[src/rtl/core/rmdi_pkg.sv]
// Package for the relay motor direction interlock.
// Holds the codes, request and result types and reset constants.
// No dependencies; used by the interfaces and the top level.
`timescale 1ns / 1ps
`default_nettype none

package rmdi_pkg;

    localparam int unsigned DELAY_W = 16;
    localparam logic [DELAY_W-1:0] SWITCH_DELAY_RST = 16'd100;
    localparam logic RELAY_ACTIVE_HIGH_RST = 1'b1;
    localparam int unsigned CFG_DATA_W = DELAY_W;
    localparam int unsigned CFG_INDEX_W = 1;

    typedef enum logic [1:0] {
        CMD_RUN  = 2'd0,
        CMD_STOP = 2'd1,
        CMD_TICK = 2'd2
    } command_t;

    typedef enum logic [1:0] {
        DIR_NONE = 2'd0,
        DIR_CW   = 2'd1,
        DIR_CCW  = 2'd2
    } dir_t;

    typedef enum logic [1:0] {
        MODE_STOPPED   = 2'd0,
        MODE_SWITCHING = 2'd1,
        MODE_RUNNING   = 2'd2
    } mode_t;

    typedef enum logic [1:0] {
        ST_OK    = 2'd0,
        ST_PARAM = 2'd1,
        ST_BUSY  = 2'd2
    } status_t;

    typedef enum logic [CFG_INDEX_W-1:0] {
        CFG_SWITCH_DELAY      = 1'd0,
        CFG_RELAY_ACTIVE_HIGH = 1'd1
    } cfg_index_t;

    typedef struct packed {
        logic [1:0] command;
        logic [1:0] direction;
    } request_t;

    typedef struct packed {
        logic [1:0] status;
        logic       relay_cw_level;
        logic       relay_ccw_level;
        logic [1:0] motor_state;
        logic [1:0] active_dir;
    } result_t;

endpackage

`default_nettype wire

[src/rtl/core/rmdi_if.sv]
// Valid/ready channel interfaces for requests and results.
// Depends on rmdi_pkg for the payload types.
`timescale 1ns / 1ps
`default_nettype none

interface rmdi_request_if;
    logic               valid;
    logic               ready;
    rmdi_pkg::request_t payload;

    modport source (output valid, output payload, input ready);
    modport sink (input valid, input payload, output ready);
endinterface

interface rmdi_result_if;
    logic              valid;
    logic              ready;
    rmdi_pkg::result_t payload;

    modport source (output valid, output payload, input ready);
    modport sink (input valid, input payload, output ready);
endinterface

`default_nettype wire

[src/rtl/core/relay_motor_direction_interlock_unit.sv]
// Top level of the relay motor direction interlock (break-before-make control).
// Depends on rmdi_pkg and on the channel interfaces in rmdi_if.sv.
//
//   Channel   Direction   Payload
//   request   in          command, direction
//   result    out         status, relay levels, motor_state, active_dir
//   cfg_*     in          switch_delay (index 0), relay_active_high (index 1)
//
// Each request's result is registered when the request is taken and is valid in the cycle after.
// A new request is taken every cycle while the result register is empty or drained.
// A stalled result holds the result register and the request channel waits.
// Reset clears the motor state and restores the register defaults.
`timescale 1ns / 1ps
`default_nettype none

module relay_motor_direction_interlock_unit (
    input  wire logic                              clk,
    input  wire logic                              rst_n,
    rmdi_request_if.sink                           request,
    rmdi_result_if.source                          result,
    input  wire logic                              cfg_we,
    input  wire logic [rmdi_pkg::CFG_INDEX_W-1:0]  cfg_index,
    input  wire logic [rmdi_pkg::CFG_DATA_W-1:0]   cfg_data
);

    logic [rmdi_pkg::DELAY_W-1:0] switch_delay_reg;
    logic                         relay_active_high_reg;

    rmdi_pkg::mode_t              mode_reg, mode_next;
    rmdi_pkg::dir_t               current_dir_reg, current_dir_next;
    rmdi_pkg::dir_t               pending_dir_reg, pending_dir_next;
    logic [rmdi_pkg::DELAY_W-1:0] ticks_left_reg, ticks_left_next;

    logic                         res_valid_reg;
    rmdi_pkg::result_t            res_reg, res_next;

    logic                         accept;
    rmdi_pkg::status_t            status;
    rmdi_pkg::dir_t               energized;
    logic                         dir_ok;
    logic [rmdi_pkg::DELAY_W-1:0] ticks_dec;

    assign request.ready  = !res_valid_reg || result.ready;
    assign accept         = request.valid && request.ready;
    assign result.valid   = res_valid_reg;
    assign result.payload = res_reg;

    always_ff @(posedge clk or negedge rst_n)
    begin
        if (!rst_n)
        begin
            switch_delay_reg      <= rmdi_pkg::SWITCH_DELAY_RST;
            relay_active_high_reg <= rmdi_pkg::RELAY_ACTIVE_HIGH_RST;
        end
        else if (cfg_we)
        begin
            unique case (rmdi_pkg::cfg_index_t'(cfg_index))
                rmdi_pkg::CFG_SWITCH_DELAY:      switch_delay_reg <= cfg_data;
                rmdi_pkg::CFG_RELAY_ACTIVE_HIGH: relay_active_high_reg <= cfg_data[0];
                default:                         ;
            endcase
        end
    end

    always_comb
    begin
        mode_next        = mode_reg;
        current_dir_next = current_dir_reg;
        pending_dir_next = pending_dir_reg;
        ticks_left_next  = ticks_left_reg;
        status           = rmdi_pkg::ST_OK;
        dir_ok           = (request.payload.direction == rmdi_pkg::DIR_CW) ||
                           (request.payload.direction == rmdi_pkg::DIR_CCW);
        ticks_dec        = (ticks_left_reg != '0) ? ticks_left_reg - 1'b1 : ticks_left_reg;

        case (rmdi_pkg::command_t'(request.payload.command))
            rmdi_pkg::CMD_RUN:
            begin
                if (!dir_ok)
                begin
                    status = rmdi_pkg::ST_PARAM;
                end
                else if (mode_reg == rmdi_pkg::MODE_SWITCHING)
                begin
                    status = rmdi_pkg::ST_BUSY;
                end
                else if (!(mode_reg == rmdi_pkg::MODE_RUNNING &&
                           current_dir_reg == rmdi_pkg::dir_t'(request.payload.direction)))
                begin
                    pending_dir_next = rmdi_pkg::dir_t'(request.payload.direction);
                    ticks_left_next  = (current_dir_reg != rmdi_pkg::DIR_NONE) ?
                                       switch_delay_reg : '0;
                    mode_next        = rmdi_pkg::MODE_SWITCHING;
                end
            end
            rmdi_pkg::CMD_STOP:
            begin
                mode_next        = rmdi_pkg::MODE_STOPPED;
                current_dir_next = rmdi_pkg::DIR_NONE;
                pending_dir_next = rmdi_pkg::DIR_NONE;
                ticks_left_next  = '0;
            end
            rmdi_pkg::CMD_TICK:
            begin
                if (mode_reg == rmdi_pkg::MODE_SWITCHING)
                begin
                    ticks_left_next = ticks_dec;
                    if (ticks_dec == '0)
                    begin
                        current_dir_next = pending_dir_reg;
                        mode_next        = rmdi_pkg::MODE_RUNNING;
                    end
                end
            end
            default:
            begin
                status = rmdi_pkg::ST_PARAM;
            end
        endcase

        energized = (mode_next == rmdi_pkg::MODE_RUNNING) ? current_dir_next :
                    rmdi_pkg::DIR_NONE;

        res_next.status          = status;
        res_next.relay_cw_level  = (energized == rmdi_pkg::DIR_CW) ?
                                   relay_active_high_reg : !relay_active_high_reg;
        res_next.relay_ccw_level = (energized == rmdi_pkg::DIR_CCW) ?
                                   relay_active_high_reg : !relay_active_high_reg;
        res_next.motor_state     = mode_next;
        res_next.active_dir      = energized;
    end

    always_ff @(posedge clk or negedge rst_n)
    begin
        if (!rst_n)
        begin
            mode_reg        <= rmdi_pkg::MODE_STOPPED;
            current_dir_reg <= rmdi_pkg::DIR_NONE;
            pending_dir_reg <= rmdi_pkg::DIR_NONE;
            ticks_left_reg  <= '0;
            res_valid_reg   <= 1'b0;
        end
        else
        begin
            if (accept)
            begin
                mode_reg        <= mode_next;
                current_dir_reg <= current_dir_next;
                pending_dir_reg <= pending_dir_next;
                ticks_left_reg  <= ticks_left_next;
                res_valid_reg   <= 1'b1;
            end
            else if (result.ready)
            begin
                res_valid_reg <= 1'b0;
            end
        end
    end

    always_ff @(posedge clk)
    begin
        if (accept)
        begin
            res_reg <= res_next;
        end
    end

`ifndef SYNTHESIS
    // The dead-time counter only holds a value while switching.
    assert property (@(posedge clk) disable iff (!rst_n)
        mode_reg != rmdi_pkg::MODE_SWITCHING |-> ticks_left_reg == '0)
        else $error("dead-time counter nonzero outside switching");

    // A running motor always has a real direction.
    assert property (@(posedge clk) disable iff (!rst_n)
        mode_reg == rmdi_pkg::MODE_RUNNING |->
            (current_dir_reg == rmdi_pkg::DIR_CW || current_dir_reg == rmdi_pkg::DIR_CCW))
        else $error("running without a direction");

    // Switching always has a target direction.
    assert property (@(posedge clk) disable iff (!rst_n)
        mode_reg == rmdi_pkg::MODE_SWITCHING |->
            (pending_dir_reg == rmdi_pkg::DIR_CW || pending_dir_reg == rmdi_pkg::DIR_CCW))
        else $error("switching without a pending direction");

    // Relays are open in every result that is not running.
    assert property (@(posedge clk) disable iff (!rst_n)
        (res_valid_reg && res_reg.motor_state != rmdi_pkg::MODE_RUNNING) |->
            res_reg.active_dir == rmdi_pkg::DIR_NONE)
        else $error("relay energized while not running");

    // A stop request always leaves the motor stopped.
    assert property (@(posedge clk) disable iff (!rst_n)
        (accept && request.payload.command == rmdi_pkg::CMD_STOP) |=>
            (mode_reg == rmdi_pkg::MODE_STOPPED && current_dir_reg == rmdi_pkg::DIR_NONE))
        else $error("stop did not clear the state");
`endif

endmodule

`default_nettype wire
[src/flat_wrapper.sv]
// flat-port wrapper written by rule: the top's interface ports become plain ports
module relay_motor_direction_interlock_unit_flat 
  (clk, rst_n, cfg_we, cfg_index, cfg_data, request_valid, request_payload, request_ready, result_valid, result_payload, result_ready);
  rmdi_request_if request_i ();
  rmdi_result_if result_i ();
  input  wire logic clk;
  input  wire logic rst_n;
  input  wire logic cfg_we;
  input  wire logic [rmdi_pkg::CFG_INDEX_W-1:0] cfg_index;
  input  wire logic [rmdi_pkg::CFG_DATA_W-1:0] cfg_data;
  input wire logic [$bits(request_i.valid)-1:0] request_valid;
  input wire logic [$bits(request_i.payload)-1:0] request_payload;
  output wire logic [$bits(request_i.ready)-1:0] request_ready;
  output wire logic [$bits(result_i.valid)-1:0] result_valid;
  output wire logic [$bits(result_i.payload)-1:0] result_payload;
  input wire logic [$bits(result_i.ready)-1:0] result_ready;
  assign request_i.valid = request_valid;
  assign request_i.payload = request_payload;
  assign request_ready = request_i.ready;
  assign result_valid = result_i.valid;
  assign result_payload = result_i.payload;
  assign result_i.ready = result_ready;
  relay_motor_direction_interlock_unit u_core (.clk(clk), .rst_n(rst_n), .request(request_i), .result(result_i), .cfg_we(cfg_we), .cfg_index(cfg_index), .cfg_data(cfg_data));
endmodule
[config.mk]
export PLATFORM = sky130hd
export DESIGN_NAME = relay_motor_direction_interlock_unit_flat
export DESIGN_NICKNAME = d
export VERILOG_FILES = /design/src/rtl/core/rmdi_pkg.sv /design/src/rtl/core/rmdi_if.sv /design/src/rtl/core/relay_motor_direction_interlock_unit.sv /design/src/flat_wrapper.sv
export SDC_FILE = /design/constraint.sdc
export NUM_CORES = 1
export LEC_CHECK = 0
export BUFFER_PORTS_ARGS = -buffer_cell sky130_fd_sc_hd__buf_2
export CELL_PAD_IN_SITES_DETAIL_PLACEMENT = 0
export CELL_PAD_IN_SITES_GLOBAL_PLACEMENT = 1
export CORE_MARGIN = 2
export CORE_UTILIZATION = 45
export DETAILED_ROUTE_END_ITERATION = 12
export PLACE_DENSITY_LB_ADDON = 0.1
export SLEW_MARGIN = 20
export SYNTH_ARGS = -nofsm -noshare
export SYNTH_HDL_FRONTEND = slang
export SYNTH_SLANG_ARGS = --single-unit
export TNS_END_PERCENT = 1
[constraint.sdc]
create_clock -name clk -period 3.7 [get_ports clk]
set_input_delay 0.185 -clock clk [delete_from_list [all_inputs] [get_ports clk]]
set_output_delay 0.185 -clock clk [all_outputs]
set_load 0.05 [all_outputs]
### After elaboration in Yosys (flattened, before gate mapping)

Cells that the tools add are included.

* ROM bits: 0
* output and inout port bits: 10
* memory bits (writable): 0
* memories kept: 0
* flip-flop bits (word level): 48
* word-level logic and storage cells: 74
* bits in latches: 0

* reduce and logical (&&, ||, !) cells: 18
* order comparisons: 0
* $mul: 0
* divide/modulo/power cells: 0
* $add $sub $neg: 1
* shift-type cells: 0
* muxes and demuxes: 28
* bitwise gates (word level): 1
* equality and inequality tests: 14

Operators with widths (count)
* $mux W16: 6
* $pmux W16 S3: 1
* $mux W2: 13
* $logic_not A16 Y1: 1
* $reduce_bool A16 Y1: 1
* $sub A16 B1 Y16 const B: 1
* $pmux W2 S2: 3
* $eq A2 B2 Y1 const B: 5
* $eq A2 B1 Y1 const B: 4
* $pmux W2 S3: 1
* $reduce_and A6 Y1: 1
* $reduce_bool A2 Y1: 3
* $reduce_and A5 Y1: 1
* $mux W1: 4
* $ne A2 B1 Y1 const B: 2
* $ne A2 B2 Y1 const B: 2
* $reduce_and A2 Y1: 2
* $reduce_bool A3 Y1: 1
* $eq A2 B2 Y1: 1
* $logic_and A1 B1 Y1: 2
* $logic_not A1 Y1: 2
* $logic_not A2 Y1: 1
* $logic_or A1 B1 Y1: 2
* $reduce_or A2 Y1: 1
* $not A1 Y1: 1

### Logic depth before layout (Yosys ltp)

* word-level depth: 10
* mapped depth: 9

### Least setup slack after synthesis

OpenSTA, ideal clock, no wires.

* path kind: reg-to-reg
* from: register u_core.ticks_left_reg[0] (netlist bit)
* to: register u_core.res_reg, in the netlist u_core.result.payload[5], data pin
* required time: 3429 ps
* period minus slack after synthesis: 2871 ps
* data arrival time: 2601 ps
* setup slack: 829 ps
* setup time: 271 ps
* stages on the path, launching flop included: 10
* cell sequence: dfrtp_1 inv_1 ha_1 nor3b_1 nand2b_1 o31a_1 a2111o_1 or3_1 a211oi_1 a221oi_2

RTL lines
* start: declaration: line relay_motor_direction_interlock_unit.sv:32 `logic [rmdi_pkg::DELAY_W-1:0] ticks_left_reg, ticks_left_next;`
* start signal: assignment: line relay_motor_direction_interlock_unit.sv:150 `ticks_left_reg <= ticks_left_next;`
* end signal: assignment: line relay_motor_direction_interlock_unit.sv:164 `res_reg <= res_next;`
* end: declaration: line relay_motor_direction_interlock_unit.sv:35 `rmdi_pkg::result_t res_reg, res_next;`

==> results.cfg <==
[clock_network]
cts_max_path_buffers = 2
numCtsBuffers = 5
cts.sink_count = 48
clkLatencyLatePin_ns = 0.31
cts_resized = 0
path_clk_slew_ns = 0.10
cts_tree = done
cts_root_buffer = clkbuf_8
postCtsSetupRepairBufs = 0
htreeDepth = 2
postCtsHoldBufs = 0

[final_layout]
n_antenna_cell = 0
final_nets = 377
fillers = 618
final_cells = 423
fin_area_mm2 = 0.003284
drive_gt1_share_pct = 22.83
areaGrowthSynthToFinish_pct = 10.95
utilization_pct = 51.72

[grt]
antenna_found_initial = 0
overflow = 0
grt_max_degree = 41
grt_pass1_wl_um = 11920
grt.total_usage_pct = 20.43
grt_pass1_vias = 2458

[floorplan]
fp.dieH_um = 85.11
dieArea_mm2 = 0.007244
coreArea_mm2 = 0.006350
dieWidth_um = 85.11
ioPinCount = 36
initial_core_util_pct = 46.62
rows = 29

[logic_synthesis]
synth_xor_area_share_pct = 0.8876
synth-compound-area-share_pct = 20.29
netlist.area_leader.share_pct = 30.43
syn_area_mm2 = 0.002960
synthSimpleGateAreaFrac_pct = 23.25
yosysMostFrequentCell = dfrtp_1
ys.flop_type = dfrtp_1
synth-seq-cells = 48
synth_cell_types = 64
synth_seq_area_share_pct = 42.10
synth_top_cell_by_area = dfrtp_1
synthAdderAreaFrac_pct = 2.536
synth_top_family_by_area = simple AND/OR/NAND/NOR gates
synth_cells = 314
synthArstFlopShare_pct = 83.33
yosys-top-cells-area = dfrtp_1 30%, edfxtp_1 8.1%, mux2_2 6.8%
synth.cells.most_frequent = 36 x dfrtp_1, 33 x o21ai_0, 30 x nor2_1
syn-num-nets = 346
synth_mux_area_share_pct = 7.185
synth_enable_flop_cells = 8
yosys_warnings = 0
avgSynthCellArea_um2 = 9.428

[critical_path]
crit_path_end_kind = register
crit_type = reg2reg
cp_data_arrival_time_ns = 3.34
rrSetupSlack_ns = 0.41
critPathMaxFanout = 9
critical_path.startpoint_type = register
r2r-end = u_core.result.payload[5]
r2r_start = u_core.ticks_left_reg[0]
rr_worst_depth = 9
required_ns = 3.75

[placed_design]
portBuffers = 35
placed_cell_area_mm2 = 0.003188
dpl.hpwl_um = 5119
gp_congestion = 0.8245
place_ws_ns = 0.4993
placedCellCount = 415

[route]
drc_errors = 0
drtPass1Iterations = 5
wl_um = 7013
drt_iter0_drc = 126
wl_per_cell_um = 16.58
viasPerCell = 6.017
antenna_left = 0
via_count = 2545

[pwr]
cellPowerDensity_mw_per_mm2 = 944.7
power.leakage_nw = 1.381
ir_drop_mv = 0.4729
total_power_mw = 3.103

[timing]
setup_violations = 0
drv_slew = 0
slew-limit-headroom_pct = 38.71
period_share_pct = 88.84
worst_slack_ns = 0.4130
rsz0062_at_grt = false
period_minus_slack_ns = 3.287
hold_ws_ns = 0.005980
hold_viol = 0
clock_skew_ns = 0.006741
clock.fmax_mhz = 304.2
tns_ns = 0
tightest_slew_ns = 0.9193

[min_path]
min_path_type = in2async

[run_status]
status = complete, no violations

[flow_run]
maxCapViolations = 0
[power by group]
group | switching [mW] | internal [mW] | total [mW]
clock | 0.191 | 0.153 | 0.345
combinational | 1.23 | 0.682 | 1.91
sequential | 0.188 | 0.657 | 0.845
[final cells by class]
type	count	area, um^2	area share, %
multi-input cells	240	1603	48.80
flip-flops and latches	48	1246	37.94
repair buffers	38	197.7	6.019
well taps	77	96.34	2.933
clock buffers	6	82.58	2.514
inverters	12	45.04	1.371
clock inverters	2	13.76	0.4190
[critical path, cell delays in order, from the launching register on]
cell and delay, ns:
dfrtp_1 0.47, inv_1 0.14, ha_1 0.26, nor3b_1 0.43, nand2b_1 0.14, o31a_1 0.29, a2111o_1 0.42, or3_1 0.46
a211oi_1 0.33, a221oi_2 0.09
[cells in the final DEF (no fill, tap or decap), drive strengths merged, types with 3 or more instances in the layout]
| cell | n |
|---|---|
| and4 | 3 |
| or2 | 5 |
| nand3b | 4 |
| a22oi | 5 |
| and2 | 3 |
| xnor2 | 3 |
| o21ai | 34 |
| edfxtp | 8 |
| mux2 | 18 |
| nor2b | 3 |
| ha | 6 |
| inv | 13 |
| or3 | 4 |
| nand2 | 20 |
| a21oi | 20 |
| nor4b | 3 |
| nand3 | 3 |
| nor2 | 30 |
| buf | 38 |
| clkbuf | 6 |
| nand4 | 6 |
| dfrtp | 36 |
| nor3 | 11 |
| dfstp | 4 |
| nor4 | 12 |
| a211oi | 4 |
| nand2b | 5 |
| o21a | 3 |
| o31ai | 4 |
[worst max-delay path by stage]
stage                     cells after the start                        to  slack, ns                startpoint
final                                         9  u_core.result.payload[5]       0.41  u_core.ticks_left_reg[0]
after global routing                          8  u_core.result.payload[5]       0.11  u_core.ticks_left_reg[0]
after CTS                                     9  u_core.result.payload[5]       0.45  u_core.ticks_left_reg[0]
after detailed placement                      9  u_core.result.payload[5]       0.50  u_core.ticks_left_reg[0]
after global placement                        9  u_core.result.payload[5]       0.61  u_core.ticks_left_reg[0]
after floorplan                               9  u_core.result.payload[5]       0.83  u_core.ticks_left_reg[0]
[kinds of logic after synthesis]
family,Yosys count
simple gates,119
compound gates,93
flops,48
buf+inv,26
mux,19
fa+ha+maj,6
xor+xnor,3
[per-layer routing]
layer,track usage [%],vias up,wire length [um]
met1,26.93,1212,3082
met2,34.30,79,3394
met4,7.215,0,156
met3,3.016,14,379
li1,-,1240,-
met5,0,-,0
Power figures use the tool's default switching activity.
